File: src/hw/rtl/stp_pkg.sv
// Package for the spring torque polynomial block: widths, codes, FSM state type,
// control struct of the multiply-accumulate unit and the curve coefficient ROM.
// No dependencies.
package stp_pkg;

    localparam int ANGLE_W   = 24;
    localparam int DIR_W     = 2;
    localparam int TORQUE_W  = 32;
    localparam int STATUS_W  = 2;
    localparam int TYPE_W    = 3;
    localparam int COEF_W    = 32;
    localparam int ACC_W     = 40;
    localparam int PROD_W    = 64;
    localparam int SUM_W     = 42;
    localparam int ROUND_SH  = 22;
    localparam int ROM_AW    = 7;
    localparam int CURVE_W   = 3;
    localparam int LEN_W     = 4;

    localparam int MAX_TERMS_DEF = 10;

    localparam logic [TYPE_W-1:0] SPRING_NONE = 3'd4;
    localparam logic [DIR_W-1:0]  DIR_DEC     = 2'd1;

    localparam logic signed [SUM_W-1:0]    ACC_LIM   = 42'sd549755813887;
    localparam logic signed [PROD_W-1:0]   HALF_STEP = 64'sd2097152;
    localparam logic signed [ACC_W-1:0]    TQ_MAX    = 40'sd2147483647;
    localparam logic signed [ACC_W-1:0]    TQ_MIN    = -40'sd2147483648;

    typedef enum logic [STATUS_W-1:0] {
        ST_OK      = 2'd0,
        ST_NO_DIR  = 2'd1,
        ST_NO_TYPE = 2'd2
    } stp_status_t;

    typedef enum logic [1:0] {
        S_IDLE,
        S_MUL,
        S_ADD,
        S_DONE
    } stp_state_t;

    typedef struct packed {
        logic load;
        logic mul;
        logic add;
    } stp_mac_ctrl_t;

    // Curve order: blue inc, blue dec, green inc, green dec,
    // red inc, red dec, yellow inc, yellow dec.
    function automatic logic [ROM_AW-1:0] curve_start(input logic [CURVE_W-1:0] c);
        logic [ROM_AW-1:0] r;
        case (c)
            3'd0:    r = 7'd0;
            3'd1:    r = 7'd10;
            3'd2:    r = 7'd17;
            3'd3:    r = 7'd26;
            3'd4:    r = 7'd33;
            3'd5:    r = 7'd41;
            3'd6:    r = 7'd49;
            default: r = 7'd59;
        endcase
        return r;
    endfunction

    function automatic logic [LEN_W-1:0] curve_len(input logic [CURVE_W-1:0] c);
        logic [LEN_W-1:0] r;
        case (c)
            3'd0:    r = 4'd10;
            3'd1:    r = 4'd7;
            3'd2:    r = 4'd9;
            3'd3:    r = 4'd7;
            3'd4:    r = 4'd8;
            3'd5:    r = 4'd8;
            3'd6:    r = 4'd10;
            default: r = 4'd7;
        endcase
        return r;
    endfunction

    function automatic logic signed [COEF_W-1:0] coef_at(input logic [ROM_AW-1:0] i);
        logic signed [COEF_W-1:0] r;
        case (i)
            // blue increasing
            7'd0:    r = 32'sd3958;
            7'd1:    r = 32'sd1446412;
            7'd2:    r = -32'sd21534699;
            7'd3:    r = 32'sd183732467;
            7'd4:    r = -32'sd480634422;
            7'd5:    r = 32'sd618855175;
            7'd6:    r = -32'sd447223926;
            7'd7:    r = 32'sd185275503;
            7'd8:    r = -32'sd41191722;
            7'd9:    r = 32'sd3816992;
            // blue decreasing
            7'd10:   r = -32'sd32261;
            7'd11:   r = -32'sd285347;
            7'd12:   r = 32'sd28123180;
            7'd13:   r = -32'sd52319023;
            7'd14:   r = 32'sd40536218;
            7'd15:   r = -32'sd14602199;
            7'd16:   r = 32'sd2002374;
            // green increasing
            7'd17:   r = 32'sd9275;
            7'd18:   r = -32'sd3712382;
            7'd19:   r = 32'sd41092568;
            7'd20:   r = -32'sd88612438;
            7'd21:   r = 32'sd91907185;
            7'd22:   r = -32'sd53659869;
            7'd23:   r = 32'sd18499441;
            7'd24:   r = -32'sd3706699;
            7'd25:   r = 32'sd353340;
            // green decreasing
            7'd26:   r = -32'sd31804;
            7'd27:   r = -32'sd142560;
            7'd28:   r = 32'sd27267698;
            7'd29:   r = -32'sd54531245;
            7'd30:   r = 32'sd44837936;
            7'd31:   r = -32'sd16993421;
            7'd32:   r = 32'sd2438094;
            // red increasing
            7'd33:   r = 32'sd8939;
            7'd34:   r = -32'sd3918543;
            7'd35:   r = 32'sd44646848;
            7'd36:   r = -32'sd104528909;
            7'd37:   r = 32'sd115008166;
            7'd38:   r = -32'sd66628995;
            7'd39:   r = 32'sd19538507;
            7'd40:   r = -32'sd2278943;
            // red decreasing
            7'd41:   r = -32'sd1745;
            7'd42:   r = -32'sd3091199;
            7'd43:   r = 32'sd49509698;
            7'd44:   r = -32'sd122283092;
            7'd45:   r = 32'sd140332144;
            7'd46:   r = -32'sd84804693;
            7'd47:   r = 32'sd26009569;
            7'd48:   r = -32'sd3186979;
            // yellow increasing
            7'd49:   r = 32'sd399;
            7'd50:   r = -32'sd3035149;
            7'd51:   r = 32'sd37828675;
            7'd52:   r = -32'sd67906143;
            7'd53:   r = -32'sd20200140;
            7'd54:   r = 32'sd193147811;
            7'd55:   r = -32'sd251361661;
            7'd56:   r = 32'sd154813210;
            7'd57:   r = -32'sd47956199;
            7'd58:   r = 32'sd6042465;
            // yellow decreasing
            7'd59:   r = -32'sd17379;
            7'd60:   r = 32'sd60273;
            7'd61:   r = 32'sd24987353;
            7'd62:   r = -32'sd61455449;
            7'd63:   r = 32'sd62729639;
            7'd64:   r = -32'sd29820969;
            7'd65:   r = 32'sd5402925;
            default: r = '0;
        endcase
        return r;
    endfunction

endpackage

File: src/hw/rtl/stp_mac.sv
// Shared multiply-accumulate unit for the Horner steps: a multiply step,
// then an add, round and clamp step. Depends on stp_pkg.
module stp_mac (
    input  logic                                 clk,
    input  stp_pkg::stp_mac_ctrl_t               ctrl,
    input  logic signed [stp_pkg::COEF_W-1:0]    coef,
    input  logic signed [stp_pkg::ANGLE_W-1:0]   angle,
    output logic signed [stp_pkg::ACC_W-1:0]     acc
);

    logic signed [stp_pkg::ACC_W-1:0]  acc_reg;
    logic signed [stp_pkg::ACC_W-1:0]  acc_next;
    logic signed [stp_pkg::PROD_W-1:0] prod_reg;
    logic signed [stp_pkg::PROD_W-1:0] prod_next;
    logic signed [stp_pkg::PROD_W-1:0] rnd;
    logic signed [stp_pkg::SUM_W-1:0]  sum;

    always_comb
    begin
        prod_next = prod_reg;
        if (ctrl.mul)
        begin
            prod_next = stp_pkg::PROD_W'(acc_reg) * stp_pkg::PROD_W'(angle);
        end
    end

    assign rnd = (prod_reg + stp_pkg::HALF_STEP) >>> stp_pkg::ROUND_SH;
    assign sum = stp_pkg::SUM_W'(coef) + rnd[stp_pkg::SUM_W-1:0];

    always_comb
    begin
        acc_next = acc_reg;
        if (ctrl.load)
        begin
            acc_next = stp_pkg::ACC_W'(coef);
        end
        else if (ctrl.add)
        begin
            if (sum > stp_pkg::ACC_LIM)
            begin
                acc_next = stp_pkg::ACC_LIM[stp_pkg::ACC_W-1:0];
            end
            else if (sum < -stp_pkg::ACC_LIM)
            begin
                acc_next = -stp_pkg::ACC_LIM[stp_pkg::ACC_W-1:0];
            end
            else
            begin
                acc_next = sum[stp_pkg::ACC_W-1:0];
            end
        end
    end

    always_ff @(posedge clk)
    begin
        prod_reg <= prod_next;
        acc_reg  <= acc_next;
    end

    assign acc = acc_reg;

endmodule

File: config.mk
export PLATFORM = sky130hd
export DESIGN_NAME = stp_mac
export DESIGN_NICKNAME = d
export VERILOG_FILES = /design/src/hw/rtl/stp_pkg.sv /design/src/hw/rtl/stp_mac.sv
export SDC_FILE = /design/constraint.sdc
export NUM_CORES = 2
export LEC_CHECK = 0
export BUFFER_PORTS_ARGS = -buffer_cell sky130_fd_sc_hd__buf_2
export CAP_MARGIN = 10
export CORE_ASPECT_RATIO = 0.6
export CORE_UTILIZATION = 55
export DETAILED_ROUTE_END_ITERATION = 16
export PLACE_DENSITY = 0.73
export SYNTH_ARGS = -nofsm -noshare
export SYNTH_HDL_FRONTEND = slang
export SYNTH_SLANG_ARGS = --single-unit
File: constraint.sdc
create_clock -name clk -period 9.9 [get_ports clk]
set_input_delay 0.99 -clock clk [delete_from_list [all_inputs] [get_ports clk]]
set_output_delay 0.99 -clock clk [all_outputs]
set_load 0.05 [all_outputs]
Word level (Yosys, flattened, before mapping)
Cells that the tools add are included.

storage, ports and cells
  register bits after elaboration = 104
  word-level logic and storage cells = 12

cells by class
  add/subtract/negate cells = 2
  $mul = 1
  magnitude comparators = 2
  muxes and demuxes = 4
  reductions and logical operators = 1

operator list
  operator                                                         number
  two-way mux 40 bit                                               4
  adder 64 x 23 -> 64 bit, second input constant                   1
  multiplier 40 x 24 -> 64 bit                                     1
  adder 42 bit                                                     1
  greater-than comparator 42 x 40 -> 1 bit, second input constant  1
  less-than comparator 42 x 40 -> 1 bit, second input constant     1
  nonzero test 2 bit                                               1

Depth between registers and ports, before layout
  depth after elaboration = 7
  mapped depth = 28
  mapped depth without buffers = 27

Worst setup path after synthesis
No wires, ideal clock.

  path kind = input to register
  start = in angle[0] (netlist bit)
  end = reg prod_reg[58] (netlist bit), data pin
  library setup time = 0.264 ns
  data arrival time = 7.858 ns
  data required time = 9.636 ns
  slack = 1.778 ns
  stages on the path = 28
  path buffers = 2
  cell sequence = clkbuf_1 clkbuf_1 and2_1 fa_1 inv_1 fa_1 inv_1 fa_1 inv_1 fa_1 inv_1 fa_1 fa_1 inv_1 fa_1 inv_1 ha_1 a21o_1 a21o_1 a221oi_1 and2_1 o211a_1 o31ai_1 o311a_1 o21a_1 a21o_1 a221oi_1 xnor2_1

between the ends
  word-level cells in the longest chain between the ends = 1

ends and longest elaborated chain
  item                          line           source
  start: declaration            stp_mac.sv:7   input logic signed [stp_pkg::ANGLE_W-1:0] angle,
  multiplier 40 x 24 -> 64 bit  stp_mac.sv:23  prod_next = stp_pkg::PROD_W'(acc_reg) * stp_pkg::PROD_W'(angle);
  end signal: assignment        stp_mac.sv:56  prod_reg <= prod_next;
  end: declaration              stp_mac.sv:13  logic signed [stp_pkg::PROD_W-1:0] prod_reg;

Every way passes these cells.
A chain may end at the register's enable or synchronous reset.

Final worst setup path
  start = in angle[9] (netlist bit)
  end = reg prod_reg[58] (netlist bit), data pin

The elaborated chain is that of the path after synthesis.

==> run summary <==
FLOORPLANNING
----------------------------------------------------------------------------------
Width of the chip                                                         342.1 um
Initial Utilization                                                         55.86%
I/O pin count                                                                  100
Placement row count                                                             74
Height of the die                                                         206.1 um
Core Area                                                                68330 um2
Die ar.                                                                  70490 um2

GLOBAL ROUTING
----------------------------------------------------------------------------------
Total GRT Usage                                                             31.57%
Met1 layer usage reported by global route                                   46.52%
Initial antenna violation count                                                  2
Pin count of the biggest net entering global routing                            44
First-pass GRT wire length                                                169.4 mm
Remaining Overflow, GRT                                                          0
Most used routing layer                                                       met1
Number of global-route vias before repair                                    29765
Met3 routing resource usage after global routing                            9.547%
Met2 track demand over resource in global routing                           46.34%

ROUTING
----------------------------------------------------------------------------------
Number of optimization iterations in the first detailed-route pass              12
Routed wire length                                                        105.8 mm
Mean routed wirelength per cell                                           21.00 um
Count of unresolved DRC violations after routing                                 4
DRC violation total after the first TritonRoute iteration                     2690
Vias after detailed routing                                                  28180
Post-detailed-route via-to-cell ratio                                        5.592
Antenna Nets Post-Route                                                          0

STA
----------------------------------------------------------------------------------
Clock period minus worst slack                                            8.769 ns
Setup repair after global routing missed its margin                          false
Max Slew Vio Count                                                               0
Maximum clock skew at final layout                                     0.009135 ns
Count of final setup violators                                                   0
Timing-limited maximum frequency                                         114.0 MHz
Final worst path period share                                               88.58%
Slew at the pin closest to its max-slew limit                             1.261 ns
Max transition margin                                                       15.93%
Final-layout setup total negative slack                                       0 ns
Final hold vios                                                                  0

PLACE
----------------------------------------------------------------------------------
Sum of net half-perimeters after detailed placement                       87.35 mm
Last weighted congestion value of the routability-driven placer              1.019
Number of port buffers                                                          99

CLOCKING
----------------------------------------------------------------------------------
Number of resized instances in the post-cts repair step                          0
Buffer levels on the longest clock path                                          2
Clk Tree Root Cell                                                    sky130_fd_sc_hd__clkbuf_16
CTS tree                                                                       yes
Total CTS buffers                                                                9
Maximum level of the CTS H-tree                                                  3
Clock transition at path regs                                              0.07 ns
Insertion delay of the later-clocked pin in the worst-skew pair            0.36 ns
Clock tree sinks                                                                83
Count of hold buffers inserted by post-cts repair                                0
Buffer count from post-CTS setup fixing                                          0

CRITICAL PATH
----------------------------------------------------------------------------------
Req. time, crit path                                                      10.00 ns
Dominant cell type by count on the critical path                      sky130_fd_sc_hd__fa_1
Data arrival, critical path                                                8.87 ns
Critical path buffers and inverters                                              5
Crit path launch type                                                 primary input
Worst Path Class, Setup                                               primary input to flip-flop
Max incr delay on CP                                                       0.73 ns
Critical-path maximum fanout                                                    40
Critical path capture point type                                         flip-flop
Critical path's top delay family                                       adder cells
Slowest stage cell, crit path                                         sky130_fd_sc_hd__buf_2

YOSYS
----------------------------------------------------------------------------------
Combinational family with the most area after synthesis                adder cells
Synthesized area                                                         38170 um2
Synthesized-area fraction occupied by ao, oa, aoi and oai cells             5.963%
Sequential area share after synthesis                                       6.530%
Yosys warnings                                                                   0
Number of nets in the synthesized netlist                                     5372
Flops & latches, synth                                                          83
Ys flop type                                                          sky130_fd_sc_hd__edfxtp_1
Synth unique cells                                                              71
Simple-gate portion of the synthesized area                                 15.75%
Average instance area after synthesis                                    9.200 um2
Post-synth EDFFs                                                                83
Mux cell area share after synthesis                                       0.05245%
Async set-or-reset flop fraction in the synthesized netlist                     0%
Post-synthesis cell count                                                     4149
Xor and xnor area share after synthesis                                     2.914%
Fraction of post-synthesis cell area in the top cell type by area           50.30%
Synth Area in Adders                                                        56.98%
Area leader, netlist                                                  sky130_fd_sc_hd__fa_1
Ranking of synthesized cells by area                                  sky130_fd_sc_hd__fa_1 50%, sky130_fd_sc_hd__inv_1 9.8%, sky130_fd_sc_hd__ha_1 6.7%, sky130_fd_sc_hd__edfxtp_1 6.5%, sky130_fd_sc_hd__nand2_1 6.3%

FINAL LAYOUT
----------------------------------------------------------------------------------
Number of flip-flops in the largest register                                    43
Signed area change from the synthesized netlist to the final layout         4.265%
Area used by sequential logic in the layout                               2492 um2
Net count, final                                                              5343
Number of filler instances in the final layout                                5963
Multi-input logic area                                                   31170 um2
Layout cells sized above 1                                                  4.679%
Fin util                                                                    58.24%

HOLD PATH
----------------------------------------------------------------------------------
Min-delay worst type                                                  flip-flop to flip-flop

OUTCOME
----------------------------------------------------------------------------------
Violated checks                                                       design-rule violations
Status                                                                finished with violations

RUN
----------------------------------------------------------------------------------
Max Cap Viol                                                                     0

[cell usage after synthesis (15+ instances only)]
library cell,count
sky130_fd_sc_hd__o21a_1,21
sky130_fd_sc_hd__xnor2_1,84
sky130_fd_sc_hd__edfxtp_1,83
sky130_fd_sc_hd__nand2_1,642
sky130_fd_sc_hd__a21o_1,54
sky130_fd_sc_hd__nand4_1,28
sky130_fd_sc_hd__nand2b_1,16
sky130_fd_sc_hd__o21ai_0,50
sky130_fd_sc_hd__a221oi_1,37
sky130_fd_sc_hd__clkbuf_1,195
sky130_fd_sc_hd__nand3_1,44
sky130_fd_sc_hd__nor3_1,15
sky130_fd_sc_hd__fa_1,959
sky130_fd_sc_hd__xor2_1,43
sky130_fd_sc_hd__and2_1,361
sky130_fd_sc_hd__and3_1,22
sky130_fd_sc_hd__inv_1,993
sky130_fd_sc_hd__a21oi_1,80
sky130_fd_sc_hd__ha_1,204
sky130_fd_sc_hd__nor2_1,78
[metal layers]
| layer | vias up | wire length (um) |
|---|---|---|
| met5 | - | 188 |
| met4 | 6 | 2096 |
| met2 | 1551 | 44610 |
| li1 | 12238 | - |
| met3 | 155 | 13450 |
| met1 | 14230 | 45460 |
[final cells by class]
cell class	instances	area share (%)
Sequential cell	83	6.263
Multi-Input combinational cell	2872	78.33
Clock inverter	7	0.1792
Tap cell	912	2.867
Antenna cell	2	0.01258
Inverter	993	9.366
Clock buffer	9	0.5659
Timing Repair Buffer	161	2.414
[kinds of logic after synthesis]
logic type      after synthesis
buf+inv                    1194
compound gates              328
simple gates               1252
mux                           2
xor+xnor                    127
fa+ha+maj                  1163
flops                        83
[metrics by stage]
stage	instance area, um2	hold WS, ns	setup slack (ns)	std cells
after floorplan	38170	0.7750	1.778	4149
final	39800	0.9666	1.131	5039
after detailed placement	39500	0.9311	0.8061	5021
after global routing	39790	1.004	0.7068	5037
after global placement	39500	0.9388	0.9124	5021
after CTS	39790	0.9550	1.187	5037
[layout by cell type (no fill, tap or decap), drive strengths merged, types with 43 or more instances in the layout]
master / count
a21o: 54
a21oi: 80
and2: 362
buf: 161
edfxtp: 83
fa: 959
ha: 204
inv: 997
nand2: 642
nand3: 44
nor2: 78
o21ai: 50
xnor2: 84
xor2: 43
[final timing paths]
check	start	endpoint	slack, ns	depth (start not counted)
min	prod_reg[21]$_DFFE_PP_	acc[0]$_DFFE_PP_	0.97	3
max reg2reg	acc[20]$_DFFE_PP_	prod_reg[58]$_DFFE_PP_	1.33	25
min reg2reg	prod_reg[21]$_DFFE_PP_	acc[0]$_DFFE_PP_	0.97	3
max	angle[9]	prod_reg[58]$_DFFE_PP_	1.13	25
[tightest hold or removal path: cells and delay by family, from the launching register on]
kind                       cells  cell delay [ns]
DFF                            1             0.36
AOI/OAI and AO/OA              1             0.14
adders and majority gates      2             0.37
Power is not shown: default switching activity piles up to over one toggle a cycle in this logic, so the estimate is an artifact.
